[config.mk]
export PLATFORM = sky130hd
export DESIGN_NAME = xorshift128_prng_with_range_flat
export DESIGN_NICKNAME = d
export VERILOG_FILES = /design/src/hdl/xs128_pkg.sv /design/src/hdl/xs128_if.sv /design/src/hdl/xs128_gen.sv /design/src/hdl/xs128_rem.sv /design/src/hdl/xorshift128_prng_with_range.sv /design/src/flat_wrapper.sv
export SDC_FILE = /design/constraint.sdc
export NUM_CORES = 1
export LEC_CHECK = 0
export ABC_AREA = 1
export BUFFER_PORTS_ARGS = -buffer_cell sky130_fd_sc_hd__buf_2
export CAP_MARGIN = 20
export CORE_ASPECT_RATIO = 2
export CORE_MARGIN = 2
export CORE_UTILIZATION = 40
export CTS_CLUSTER_DIAMETER = 30
export DETAILED_ROUTE_END_ITERATION = 8
export MAX_ROUTING_LAYER = met4
export PLACE_DENSITY = 0.59
export SYNTH_ARGS = -nofsm -noshare
export SYNTH_HDL_FRONTEND = slang
export SYNTH_SLANG_ARGS = --single-unit
[constraint.sdc]
create_clock -name clk -period 6.1 [get_ports clk]
set_clock_uncertainty 0.15 [all_clocks]
set_input_delay 0.305 -clock clk [delete_from_list [all_inputs] [get_ports clk]]
set_output_delay 0.305 -clock clk [all_outputs]
set_load 0.02 [all_outputs]
[src/hdl/xs128_pkg.sv]
// Shared types, constants and codes of the xorshift128 generator with range.
package xs128_pkg;

    localparam int WORD_W = 32;
    localparam int CNT_W  = $clog2(WORD_W);

    typedef logic [WORD_W-1:0] word_t;
    typedef logic [1:0]        mode_t;
    typedef logic [1:0]        cfg_idx_t;
    typedef logic [CNT_W-1:0]  bit_cnt_t;

    localparam mode_t MODE_RAW   = 2'd0;
    localparam mode_t MODE_BIT   = 2'd1;
    localparam mode_t MODE_RANGE = 2'd2;

    localparam cfg_idx_t CFG_SEED_NEWEST = 2'd0;
    localparam cfg_idx_t CFG_SEED_SECOND = 2'd1;
    localparam cfg_idx_t CFG_SEED_THIRD  = 2'd2;
    localparam cfg_idx_t CFG_SEED_OLDEST = 2'd3;

    localparam word_t SEED_NEWEST_RST = 32'd88675123;
    localparam word_t SEED_SECOND_RST = 32'd521288629;
    localparam word_t SEED_THIRD_RST  = 32'd362436069;
    localparam word_t SEED_OLDEST_RST = 32'd123456789;

    localparam int SHIFT_A = 11;
    localparam int SHIFT_B = 8;
    localparam int SHIFT_C = 19;

    // Status from the serial remainder unit
    typedef struct packed {
        logic busy;
        logic done;
    } rem_status_t;

    typedef enum logic [2:0] {
        S_IDLE = 3'b001,
        S_DIV  = 3'b010,
        S_DONE = 3'b100
    } ctl_state_t;

endpackage

[src/hdl/xs128_if.sv]
// Request and response channel interfaces of the generator.
interface xs128_req_if;
    logic               valid;
    logic               ready;
    xs128_pkg::mode_t   mode;
    xs128_pkg::word_t   low_bound;
    xs128_pkg::word_t   high_bound;

    modport source (output valid, output mode, output low_bound, output high_bound,
                    input ready);
    modport sink   (input valid, input mode, input low_bound, input high_bound,
                    output ready);
endinterface

interface xs128_rsp_if;
    logic               valid;
    logic               ready;
    xs128_pkg::word_t   value;
    logic               zero_span;

    modport source (output valid, output value, output zero_span, input ready);
    modport sink   (input valid, input value, input zero_span, output ready);
endinterface

[src/hdl/xs128_gen.sv]
// Xorshift128 state words, seed loading and one-step advance.
module xs128_gen (
    input  logic              clk,
    input  logic              rst_n,
    input  logic              cfg_we,
    input  xs128_pkg::cfg_idx_t cfg_index,
    input  xs128_pkg::word_t  cfg_data,
    input  logic              advance,
    output xs128_pkg::word_t  word_next
);
    import xs128_pkg::*;

    word_t newest_reg;
    word_t second_reg;
    word_t third_reg;
    word_t oldest_reg;
    word_t mix_a;
    word_t mix_b;

    always_comb
    begin
        mix_a     = oldest_reg ^ (oldest_reg << SHIFT_A);
        mix_b     = mix_a ^ (mix_a >> SHIFT_B);
        word_next = mix_b ^ newest_reg ^ (newest_reg >> SHIFT_C);
    end

    always_ff @(posedge clk or negedge rst_n)
    begin
        if (!rst_n)
        begin
            newest_reg <= SEED_NEWEST_RST;
            second_reg <= SEED_SECOND_RST;
            third_reg  <= SEED_THIRD_RST;
            oldest_reg <= SEED_OLDEST_RST;
        end
        else if (cfg_we)
        begin
            case (cfg_index)
                CFG_SEED_NEWEST: newest_reg <= cfg_data;
                CFG_SEED_SECOND: second_reg <= cfg_data;
                CFG_SEED_THIRD:  third_reg  <= cfg_data;
                CFG_SEED_OLDEST: oldest_reg <= cfg_data;
                default:         newest_reg <= newest_reg;
            endcase
        end
        else if (advance)
        begin
            // shift the window down one word
            oldest_reg <= third_reg;
            third_reg  <= second_reg;
            second_reg <= newest_reg;
            newest_reg <= word_next;
        end
    end

endmodule

[src/hdl/xs128_rem.sv]
// Bit-serial restoring remainder: one dividend bit per cycle.
module xs128_rem (
    input  logic                  clk,
    input  logic                  rst_n,
    input  logic                  start,
    input  xs128_pkg::word_t      dividend,
    input  xs128_pkg::word_t      divisor,
    output xs128_pkg::word_t      remainder,
    output xs128_pkg::rem_status_t status
);
    import xs128_pkg::*;

    word_t    rem_reg;
    word_t    dvd_reg;
    word_t    dsr_reg;
    bit_cnt_t cnt_reg;
    logic     busy_reg;
    logic     done_reg;

    logic [WORD_W:0] trial;
    logic [WORD_W:0] diff;
    word_t           rem_next;

    always_comb
    begin
        trial    = {rem_reg, dvd_reg[WORD_W-1]};
        diff     = trial - {1'b0, dsr_reg};
        // keep the trial when the subtraction borrows
        rem_next = diff[WORD_W] ? trial[WORD_W-1:0] : diff[WORD_W-1:0];
    end

    always_ff @(posedge clk or negedge rst_n)
    begin
        if (!rst_n)
        begin
            busy_reg <= 1'b0;
            done_reg <= 1'b0;
            cnt_reg  <= '0;
        end
        else
        begin
            done_reg <= busy_reg && (cnt_reg == bit_cnt_t'(WORD_W - 1));
            if (start)
            begin
                busy_reg <= 1'b1;
                cnt_reg  <= '0;
            end
            else if (busy_reg)
            begin
                cnt_reg <= cnt_reg + 1'b1;
                if (cnt_reg == bit_cnt_t'(WORD_W - 1))
                    busy_reg <= 1'b0;
            end
        end
    end

    always_ff @(posedge clk)
    begin
        if (start)
        begin
            rem_reg <= '0;
            dvd_reg <= dividend;
            dsr_reg <= divisor;
        end
        else if (busy_reg)
        begin
            rem_reg <= rem_next;
            dvd_reg <= {dvd_reg[WORD_W-2:0], 1'b0};
        end
    end

    assign remainder   = rem_reg;
    assign status.busy = busy_reg;
    assign status.done = done_reg;

    ap_no_start_busy: assert property (@(posedge clk) disable iff (!rst_n)
        start |-> !busy_reg) else $error("remainder start while busy");
    ap_done_after_busy: assert property (@(posedge clk) disable iff (!rst_n)
        done_reg |-> $past(busy_reg)) else $error("done without a running division");
    ap_rem_below_divisor: assert property (@(posedge clk) disable iff (!rst_n)
        done_reg |-> (rem_reg < dsr_reg)) else $error("remainder not below divisor");

endmodule

[src/hdl/xorshift128_prng_with_range.sv]
// Raw, bit and zero-span requests go from accept to the done state, then to the output.
// A nonzero span adds the divide state; a new request is taken only back in idle.
// The divide waits on the bit-serial remainder unit, one dividend bit per cycle.
// A finished result waits in the output register while the next request is taken.
// Reset loads the four state words with their seed reset values; no clearing pass.
module xorshift128_prng_with_range (
    input  logic                clk,
    input  logic                rst_n,
    input  logic                cfg_we,
    input  xs128_pkg::cfg_idx_t cfg_index,
    input  xs128_pkg::word_t    cfg_data,
    xs128_req_if.sink           req,
    xs128_rsp_if.source         rsp
);
    import xs128_pkg::*;

    ctl_state_t  state_reg;
    ctl_state_t  state_next;
    word_t       res_reg;
    word_t       res_next;
    logic        flag_reg;
    logic        flag_next;
    word_t       out_value_reg;
    logic        out_flag_reg;
    logic        out_valid_reg;

    logic        accept;
    logic        div_start;
    logic        out_load;
    word_t       rand_word;
    word_t       span;
    word_t       remainder;
    rem_status_t rem_st;

    xs128_gen u_gen (
        .clk       (clk),
        .rst_n     (rst_n),
        .cfg_we    (cfg_we),
        .cfg_index (cfg_index),
        .cfg_data  (cfg_data),
        .advance   (accept),
        .word_next (rand_word)
    );

    xs128_rem u_rem (
        .clk       (clk),
        .rst_n     (rst_n),
        .start     (div_start),
        .dividend  (rand_word),
        .divisor   (span),
        .remainder (remainder),
        .status    (rem_st)
    );

    assign req.ready = (state_reg == S_IDLE);
    assign accept    = req.valid && req.ready;
    assign span      = req.high_bound - req.low_bound;
    assign out_load  = (state_reg == S_DONE) && (!out_valid_reg || rsp.ready);

    always_comb
    begin
        state_next = state_reg;
        res_next   = res_reg;
        flag_next  = flag_reg;
        div_start  = 1'b0;
        case (state_reg)
            S_IDLE:
            begin
                if (accept)
                begin
                    flag_next  = 1'b0;
                    state_next = S_DONE;
                    case (req.mode)
                        MODE_BIT:
                            res_next = {{(WORD_W-1){1'b0}}, rand_word[0]};
                        MODE_RANGE:
                        begin
                            // hold low_bound; the remainder is added when it is ready
                            res_next = req.low_bound;
                            if (span == '0)
                                flag_next = 1'b1;
                            else
                            begin
                                div_start  = 1'b1;
                                state_next = S_DIV;
                            end
                        end
                        default:
                            res_next = rand_word;
                    endcase
                end
            end
            S_DIV:
            begin
                if (rem_st.done)
                begin
                    res_next   = res_reg + remainder;
                    state_next = S_DONE;
                end
            end
            S_DONE:
            begin
                if (out_load)
                    state_next = S_IDLE;
            end
            default:
                state_next = S_IDLE;
        endcase
    end

    always_ff @(posedge clk or negedge rst_n)
    begin
        if (!rst_n)
        begin
            state_reg     <= S_IDLE;
            out_valid_reg <= 1'b0;
        end
        else
        begin
            state_reg <= state_next;
            if (out_load)
                out_valid_reg <= 1'b1;
            else if (rsp.ready)
                out_valid_reg <= 1'b0;
        end
    end

    always_ff @(posedge clk)
    begin
        res_reg  <= res_next;
        flag_reg <= flag_next;
        if (out_load)
        begin
            out_value_reg <= res_reg;
            out_flag_reg  <= flag_reg;
        end
    end

    assign rsp.valid     = out_valid_reg;
    assign rsp.value     = out_value_reg;
    assign rsp.zero_span = out_flag_reg;

    ap_idle_not_busy: assert property (@(posedge clk) disable iff (!rst_n)
        req.ready |-> !rem_st.busy) else $error("request taken while dividing");
    ap_done_in_div: assert property (@(posedge clk) disable iff (!rst_n)
        rem_st.done |-> (state_reg == S_DIV)) else $error("remainder done outside divide");
    ap_accept_leaves_idle: assert property (@(posedge clk) disable iff (!rst_n)
        accept |=> (state_reg != S_IDLE)) else $error("accepted request left no work");
    ap_load_sets_valid: assert property (@(posedge clk) disable iff (!rst_n)
        out_load |=> rsp.valid) else $error("result loaded but not presented");

endmodule
[src/flat_wrapper.sv]
// flat-port wrapper written by rule: the top's interface ports become plain ports
module xorshift128_prng_with_range_flat import xs128_pkg::*;
  (clk, rst_n, cfg_we, cfg_index, cfg_data, req_valid, req_mode, req_low_bound, req_high_bound, req_ready, rsp_valid, rsp_value, rsp_zero_span, rsp_ready);
  xs128_req_if req_i ();
  xs128_rsp_if rsp_i ();
  input  logic clk;
  input  logic rst_n;
  input  logic cfg_we;
  input  xs128_pkg::cfg_idx_t cfg_index;
  input  xs128_pkg::word_t cfg_data;
  input wire logic [$bits(req_i.valid)-1:0] req_valid;
  input wire logic [$bits(req_i.mode)-1:0] req_mode;
  input wire logic [$bits(req_i.low_bound)-1:0] req_low_bound;
  input wire logic [$bits(req_i.high_bound)-1:0] req_high_bound;
  output wire logic [$bits(req_i.ready)-1:0] req_ready;
  output wire logic [$bits(rsp_i.valid)-1:0] rsp_valid;
  output wire logic [$bits(rsp_i.value)-1:0] rsp_value;
  output wire logic [$bits(rsp_i.zero_span)-1:0] rsp_zero_span;
  input wire logic [$bits(rsp_i.ready)-1:0] rsp_ready;
  assign req_i.valid = req_valid;
  assign req_i.mode = req_mode;
  assign req_i.low_bound = req_low_bound;
  assign req_i.high_bound = req_high_bound;
  assign req_ready = req_i.ready;
  assign rsp_valid = rsp_i.valid;
  assign rsp_value = rsp_i.value;
  assign rsp_zero_span = rsp_i.zero_span;
  assign rsp_i.ready = rsp_ready;
  xorshift128_prng_with_range u_core (.clk(clk), .rst_n(rst_n), .cfg_we(cfg_we), .cfg_index(cfg_index), .cfg_data(cfg_data), .req(req_i), .rsp(rsp_i));
endmodule
==> results_dict.tcl, run 1 <==
set metrics [dict create \
    hold_depth 3 \
    die_area_sq_um 51700 \
    grt_pass1_vias 18900 \
    avgRoutedWirePerCell_um 21.1 \
    synth_fp_nets 2908 \
    core_sq_um 49200 \
    overflow 0 \
    dr.first_iter.drc_count 1182 \
    cts_buffer_depth 3 \
    min_from "req_low_bound[0]" \
    fin_crit_ps 4060 \
    die_w_um 162 \
    hold_viol_final 0 \
    cts_setup_buffers 0 \
    port_buffers 139 \
    avgSynthCellArea_sq_um 7.38 \
    final_cell_mix "nand2_1 (831), inv_1 (362), nor2_1 (278), buf_2 (138), a31oi_1 (135)" \
    reg2reg_slack_ps 2190 \
    synth-seq-cells 301 \
    final_cells 3560 \
    r2r_cells 17 \
    cp_cell_sequence "buf_2, inv_1, ha_1, nand2_1, nor2_1, nand3_1, nand3b_1, xnor2_1, nand2_1, nor2_1, nand2_1, nor2_1, nand3_2, nand3_4, buf_4, nand2_1, inv_2" \
    initial_utilization_pct 40.5 \
    grt_pass1_wl_mm 111 \
    drtPass1Iterations 7 \
    start_kind "primary input" \
    dp_cells 3422 \
    cp_data_required_time_ps 6470 \
    drtAntennaViolNets 0 \
    critPathTopFamily "simple AND/OR/NAND/NOR gates" \
    ys_warn_count 0 \
    row_count 115 \
    cts_tree "built" \
    leakage_nw 11.4 \
    drive_gt1_share_pct 11.5 \
    critPathSlowestCell "nand3_4" \
    pin_count 140 \
    cp_max_fo 42 \
    drc 0 \
    finalSetupViolCount 0 \
    hold_path.class "in -> reg" \
    hpwl_mm 60.5 \
    finalCritPeriodShare_pct 66.6 \
    r2r_start "u_core.u_rem.dvd_reg[31]$_DFFE_PP_" \
    rsz0062_at_grt "false" \
    totalWireLength_mm 75.1 \
    synth_cells 2702 \
    antenna_found_initial 10 \
    slowest_delay_ps 670 \
    die_y_um 320 \
    fin_nets 3071 \
    slew_headroom_pct 29.4 \
    ir_drop_mv 0.354 \
    cts.sinks 301 \
    drv_slew 0 \
    fill_cells 5023 \
    synthFlopType "edfxtp_1" \
    clkTransAtPathRegs_ps 50 \
    power-per-cell-area_nw_per_um2 634 \
    h-tree-depth 2 \
    path_common_cell "nand2_1" \
    totalPowerFinal_mw 14.8 \
    max_cap_violations 0 \
    synthDistinctLibCells 47 \
    endpoint_kind "flip-flop" \
    cp.arrival_ps 4440 \
    clkLatencyLatePin_ps 580 \
    synth-edff-count 130 \
    vias 18700 \
    gp_congestion 1.04 \
    ys_seq_area_share_pct 40.6 \
    async_flop_share_pct 46.2 \
    cts_buffers 50 \
    final_common_cell "nand2_1" \
    r2r_end "u_core.u_rem.remainder[22]$_SDFFE_PP0P_" \
    viasPerCell 5.27 \
    hold_end "u_core.res_reg[0]$_DFFE_PP_" \
    timing.fmax_mhz 246 \
    worst_slew_pin_slew_ps 1060 \
    path_buf_inv 4 \
    synthesis.area_sq_um 19900 \
    grt_max_degree 89 \
    status "finished clean" \
    areaGrowthSynthToFinish_pct 17.1 \
    cts_root_buf "clkbuf_16" \
    grt_use_total_pct 29.6 \
    timing.setup.tns_ps 0 \
    critPathKind "in -> reg" \
]
==> layer usage <==
layer,vias to the layer above,GRT usage [%],wire length (um),share of wire [%]
li1,9167,-,-,-
met1,8755,27.3,24500,33
met2,594,55.0,40400,54
met3,229,3.85,3550,4.7
met4,0,21.1,6560,8.7
met5,-,-,0,0
==> worst register-to-register path, delay by kind of cell (launching register included) <==
| kind | cells | cell delay (ps) |
|---|---|---|
| adder cells (fa/ha/maj) | 2 | 820 |
| AND/OR/NAND/NOR | 11 | 1620 |
| buffers and inverters | 3 | 580 |
| AO/OA/AOI/OAI | 1 | 280 |
| flip-flops | 1 | 380 |
==> repair_timing <==
| action | CTS | global route |
|---|---|---|
| endpoints found under the hold margin | 194 | 0 |
| hold buffers | 34 | 0 |
| gates resized for setup | 0 | 0 |
==> worst max-delay path by stage <==
stage                            from                                 endpoint  slack, ps  depth (start not counted)
finish               req_low_bound[8]  u_core.u_rem.remainder[28]$_SDFFE_PP0P_       2040                         17
floorplan           req_high_bound[0]    u_core.u_rem.dvd_reg[0]$_SDFFCE_PN0P_       2630                         20
detailed placement   req_low_bound[8]        u_core.u_rem.dvd_reg[2]$_DFFE_PP_       1560                         18
global placement     req_low_bound[6]  u_core.u_rem.remainder[28]$_SDFFE_PP0P_       1590                         18
global route         req_low_bound[8]  u_core.u_rem.remainder[13]$_SDFFE_PP0P_       1840                         17
CTS                  req_low_bound[8]       u_core.u_rem.dvd_reg[31]$_DFFE_PP_       2140                         18
==> per-stage QoR <==
step	util, %	cell area, sq um	hold WS (ps)	setup WS (ps)
final	47.4	23300	43.0	2040
after global routing	47.4	23300	42.3	1840
after CTS	47.4	23300	19.5	2140
after detailed placement	43.3	21300	211	1560
after global placement	43.3	21300	205	1590
after floorplan	-	19900	-141	2630
==> final cells by class <==
cell class,count,area [sq um],share of cell area (%)
clock buffers,66,1430,6.11
diodes,10,25.0,0.107
flip-flops and latches,301,8100,34.7
repair buffers,196,1210,5.21
clock inverters,28,244,1.05
multi-input cells,1946,10100,43.4
well taps,643,805,3.45
inverters,370,1390,5.96
==> kinds of logic (layout without fill, tap and decap cells) <==
group | Yosys count | after routing | synth area share (%)
AO/OA/AOI/OAI | 435 | 435 | 12.5
XOR/XNOR | 127 | 127 | 5.58
adder cells (fa/ha/maj) | 101 | 101 | 6.45
buffers and inverters | 455 | 660 | 8.89
flip-flops | 301 | 301 | 40.6
other | 0 | 10 | 0
AND/OR/NAND/NOR | 1283 | 1283 | 25.9
==> cells in the mapped netlist, drive strengths merged, types with 2 or more instances <==
| master | number | share of area, % |
|---|---|---|
| dfstp | 62 | 8.2 |
| o31ai | 4 | 0.15 |
| o22ai | 3 | 0.094 |
| a22oi | 10 | 0.38 |
| nand3 | 77 | 2.0 |
| fa | 3 | 0.30 |
| o211ai | 3 | 0.11 |
| a21oi | 122 | 3.1 |
| nor4 | 4 | 0.13 |
| a221oi | 3 | 0.13 |
| dfxtp | 32 | 3.2 |
| o21bai | 10 | 0.38 |
| xor2 | 67 | 2.9 |
| ha | 98 | 6.2 |
| buf | 15 | 0.60 |
| a21boi | 3 | 0.11 |
| nand3b | 9 | 0.34 |
| xnor2 | 60 | 2.6 |
| or2 | 3 | 0.094 |
| dfrtp | 77 | 9.7 |
| nand4 | 54 | 1.7 |
| inv | 369 | 7.0 |
| nand2 | 836 | 16 |
| a31oi | 135 | 4.2 |
| clkbuf | 70 | 1.3 |
| and3 | 2 | 0.063 |
| o21ai | 122 | 3.1 |
| nor2 | 279 | 5.3 |
| o21a | 3 | 0.11 |
| nor3 | 18 | 0.45 |
| edfxtp | 130 | 20 |
| a21o | 12 | 0.45 |
==> power by group <==
group	leakage [nW]	switching [mW]	internal, mW	total [mW]
combinational	7.50	5.33	2.51	7.84
sequential	3.05	0.788	3.36	4.15
clock	0.821	1.08	1.71	2.80
(Power assumes the default switching activity.)
==> inputs of run 2 (changes only) <==
--- a/config.mk
+++ b/config.mk
@@ -5,7 +5,7 @@
 export SDC_FILE = /design/constraint.sdc
 export NUM_CORES = 1
 export LEC_CHECK = 0
-export ABC_AREA = 1
+export ABC_AREA = 0
 export BUFFER_PORTS_ARGS = -buffer_cell sky130_fd_sc_hd__buf_2
 export CAP_MARGIN = 20
 export CORE_ASPECT_RATIO = 2
==> constraint.sdc (replaced) <==
create_clock -name clk -period 3.8 [get_ports clk]
set_clock_uncertainty 0.15 [all_clocks]
set_input_delay 0.19 -clock clk [delete_from_list [all_inputs] [get_ports clk]]
set_output_delay 0.19 -clock clk [all_outputs]
set_load 0.02 [all_outputs]
==> run 2 against run 1 <==
Effect of this change: the run now ends with negative setup slack left; power increased by 50%; combinational power increased by 49%; largest cell class unchanged; synthesized cell count decreased by 25%; non-clock buffer count increased by 183; register-to-register slack got worse by 2400 ps; worst hold slack got worse by 17 ps; clock power increased by 56%; die area decreased by 2.9%; critical endpoint is now u_core.u_rem.remainder[20]$_SDFFE_PP0P_.
==> results_dict.tcl, run 2 <==
set metrics [dict create \
    critPathTopFamily "compound AO/OA/AOI/OAI gates" \
    timing.fmax_mhz 249 \
    synth_cells 2017 \
    num_antenna_cells 0 \
    synth-xor-area-share_pct 7.57 \
    yosysMostFrequentCell "a21oi_1" \
    synthFlopType "edfxtp_1" \
    synth_area_leaders "edfxtp_1 (20%), dfrtp_1 (10%), dfstp_2 (8.4%)" \
    overflow 0 \
    dr.first_iter.drc_count 968 \
    synthSimpleGateAreaFrac_pct 12.9 \
    drtPass1Iterations 5 \
    start_kind "flip-flop" \
    clkTransAtPathRegs_ps 60 \
    fin_util_pct 51.2 \
    ys_warn_count 0 \
    setup_ws_ps -213 \
    hpwl_mm 42.1 \
    async_flop_share_pct 46.2 \
    core_sq_um 48100 \
    slowest_delay_ps 470 \
    drv_slew 0 \
    hold_path.class "in -> async" \
    avgRoutedWirePerCell_um 18.9 \
    fill_cells 4456 \
    r2r_cells 16 \
    path_buf_inv 3 \
    max_cap_violations 0 \
    synthDistinctLibCells 71 \
    synth_common_cells "a21oi_1 (221), nor2_1 (208), nand2_1 (135)" \
    antenna_found_initial 0 \
    cts_buffers 48 \
    die_area_sq_um 50200 \
    violations "negative setup slack" \
    endpoint_kind "flip-flop" \
    finalSetupViolCount 25 \
    leakage_nw 10.6 \
    cp_cell_sequence "inv_1, ha_2, fa_2, nor2b_4, o21ai_2, a311o_1, a31oi_2, o2111ai_2, o311a_1, a21o_1, a311oi_4, buf_6, buf_8, mux2_4, mux2i_1, nor2_1" \
    grt_use_total_pct 23.1 \
    initial_utilization_pct 40.2 \
    pin_count 140 \
    power-per-cell-area_nw_per_um2 900 \
    rsz0062_at_grt "true" \
    grt_pass1_vias 15800 \
    ir_drop_mv 0.437 \
    synth_fa_ha_area_share_pct 6.65 \
    final_common_cell "a21oi_1" \
    synth_compound_area_share_pct 17.6 \
    cp_max_fo 8 \
    worst_slew_pin_slew_ps 950 \
    synth-seq-cells 301 \
    die_w_um 159 \
    place_ws_ps -642 \
    cp_data_required_time_ps 4090 \
    r2r_end "u_core.u_rem.remainder[20]$_SDFFE_PP0P_" \
    synth_fp_nets 2223 \
    cts_buffer_depth 3 \
    viasPerCell 5.37 \
    avgSynthCellArea_sq_um 9.59 \
    reg2reg_slack_ps -210 \
    dp_cells 2890 \
    whs_ps 26.1 \
    critPathSlowestCell "edfxtp_1" \
    port_buffers 139 \
    vias 16300 \
    finalCritPeriodShare_pct 106 \
    cts_root_buf "clkbuf_16" \
    fin_crit_ps 4010 \
    synth-edff-count 130 \
    clkLatencyLatePin_ps 580 \
    cts_tree "built" \
    synth_top_family_by_area "compound AO/OA/AOI/OAI gates" \
    areaGrowthSynthToFinish_pct 27.4 \
    h-tree-depth 2 \
    final_cells 3031 \
    slew_headroom_pct 36.7 \
    row_count 114 \
    ys_seq_area_share_pct 41.9 \
    yosys.area.top_type "edfxtp_1" \
    gp_congestion 0.921 \
    cp.arrival_ps 4300 \
    drtAntennaViolNets 0 \
    critPathKind "reg -> reg" \
    synthesis.area_sq_um 19300 \
    crit_start "u_core.u_rem.dvd_reg[31]$_DFFE_PP_" \
    crit_end "u_core.u_rem.remainder[20]$_SDFFE_PP0P_" \
    totalWireLength_mm 57.4 \
    cp.depth 16 \
    status "complete, but fails checks" \
    synth_top_area_share_pct 20.2 \
    totalPowerFinal_mw 22.2 \
    die_y_um 315 \
    final_cell_mix "a21oi_1 (209), nor2_1 (196), buf_4 (182), buf_2 (138), nand2_1 (134)" \
    cts.sinks 301 \
    synth_mux_area_share_pct 9.23 \
    grt_pass1_wl_mm 89.2 \
    drc 0 \
    fin_nets 2559 \
    drive_gt1_share_pct 25.4 \
    hold_viol_final 0 \
    r2r_start "u_core.u_rem.dvd_reg[31]$_DFFE_PP_" \
    grt_max_degree 145 \
]
==> run 2: worst min path at each step <==
| stage | from | to | slack (ps) | cells past startpoint |
|---|---|---|---|---|
| floorplan | rst_n | u_core.rsp.valid$_DFFE_PN0P_ | -260 | 0 |
| detailed placement | rst_n | u_core.u_rem.cnt_reg[0]$_DFFE_PN0P_ | 90 | 1 |
| global placement | rst_n | u_core.u_rem.cnt_reg[0]$_DFFE_PN0P_ | 90 | 1 |
| finish | rst_n | u_core.u_rem.cnt_reg[1]$_DFFE_PN0P_ | 30 | 2 |
| CTS | req_low_bound[31] | u_core.res_reg[31]$_DFFE_PP_ | 30 | 3 |
| global route | req_low_bound[21] | u_core.res_reg[21]$_DFFE_PP_ | 70 | 4 |
==> run 2: cell families (layout without fill, tap and decap cells) <==
family | count (synthesis) | count (layout)
muxes | 164 | 164
DFF | 301 | 301
buffers and inverters | 201 | 576
adders and majority gates | 101 | 101
and+or+nand+nor | 543 | 544
AOI/OAI and AO/OA | 540 | 540
xor gates and xnor gates | 167 | 167
==> run 2: routing by layer <==
metal	global-route usage, %	wire, um	share of wire (%)
met5	-	0	0
met4	8.76	2320	4.0
met3	2.28	2370	4.1
met2	37.7	27400	48
met1	29.8	25400	44
==> run 2: report_power, final <==
group / internal, mW / switching, mW / total [mW]
logic: 5.40 / 6.29 / 11.7
clock network: 2.61 / 1.76 / 4.37
registers: 5.00 / 1.10 / 6.10
total: 13.0 / 9.15 / 22.2
==> run 2: final cells by class <==
cell class	count	area (sq um)	area share (%)
clock buffers	55	1270	5.15
clock inverters	35	360	1.46
inverters	107	408	1.66
multi-input cells	1516	10900	44.2
flip-flops and latches	301	8100	32.9
well taps	638	798	3.24
repair buffers	379	2800	11.4
==> run 2: per-stage QoR <==
step | TNS, ps | cell area [sq um]
6_report | -2230 | 24600
5_1_grt | -11130 | 24600
4_1_cts | -3630 | 24200
3_5_place_dp | -68910 | 22000
3_3_place_gp | -59250 | 22000
2_1_floorplan | 0 | 19400
==> run 2: what timing repair did <==
item / 4_1_cts / 5_1_grt
endpoints found under the setup margin: 74 / 133
pin swaps: 26 / 47
gates cloned: 2 / 5
resized for setup: 28 / 78
hold buffers: 34 / 0
buffers inserted: 4 / 6
hold endpoints to repair: 204 / 0
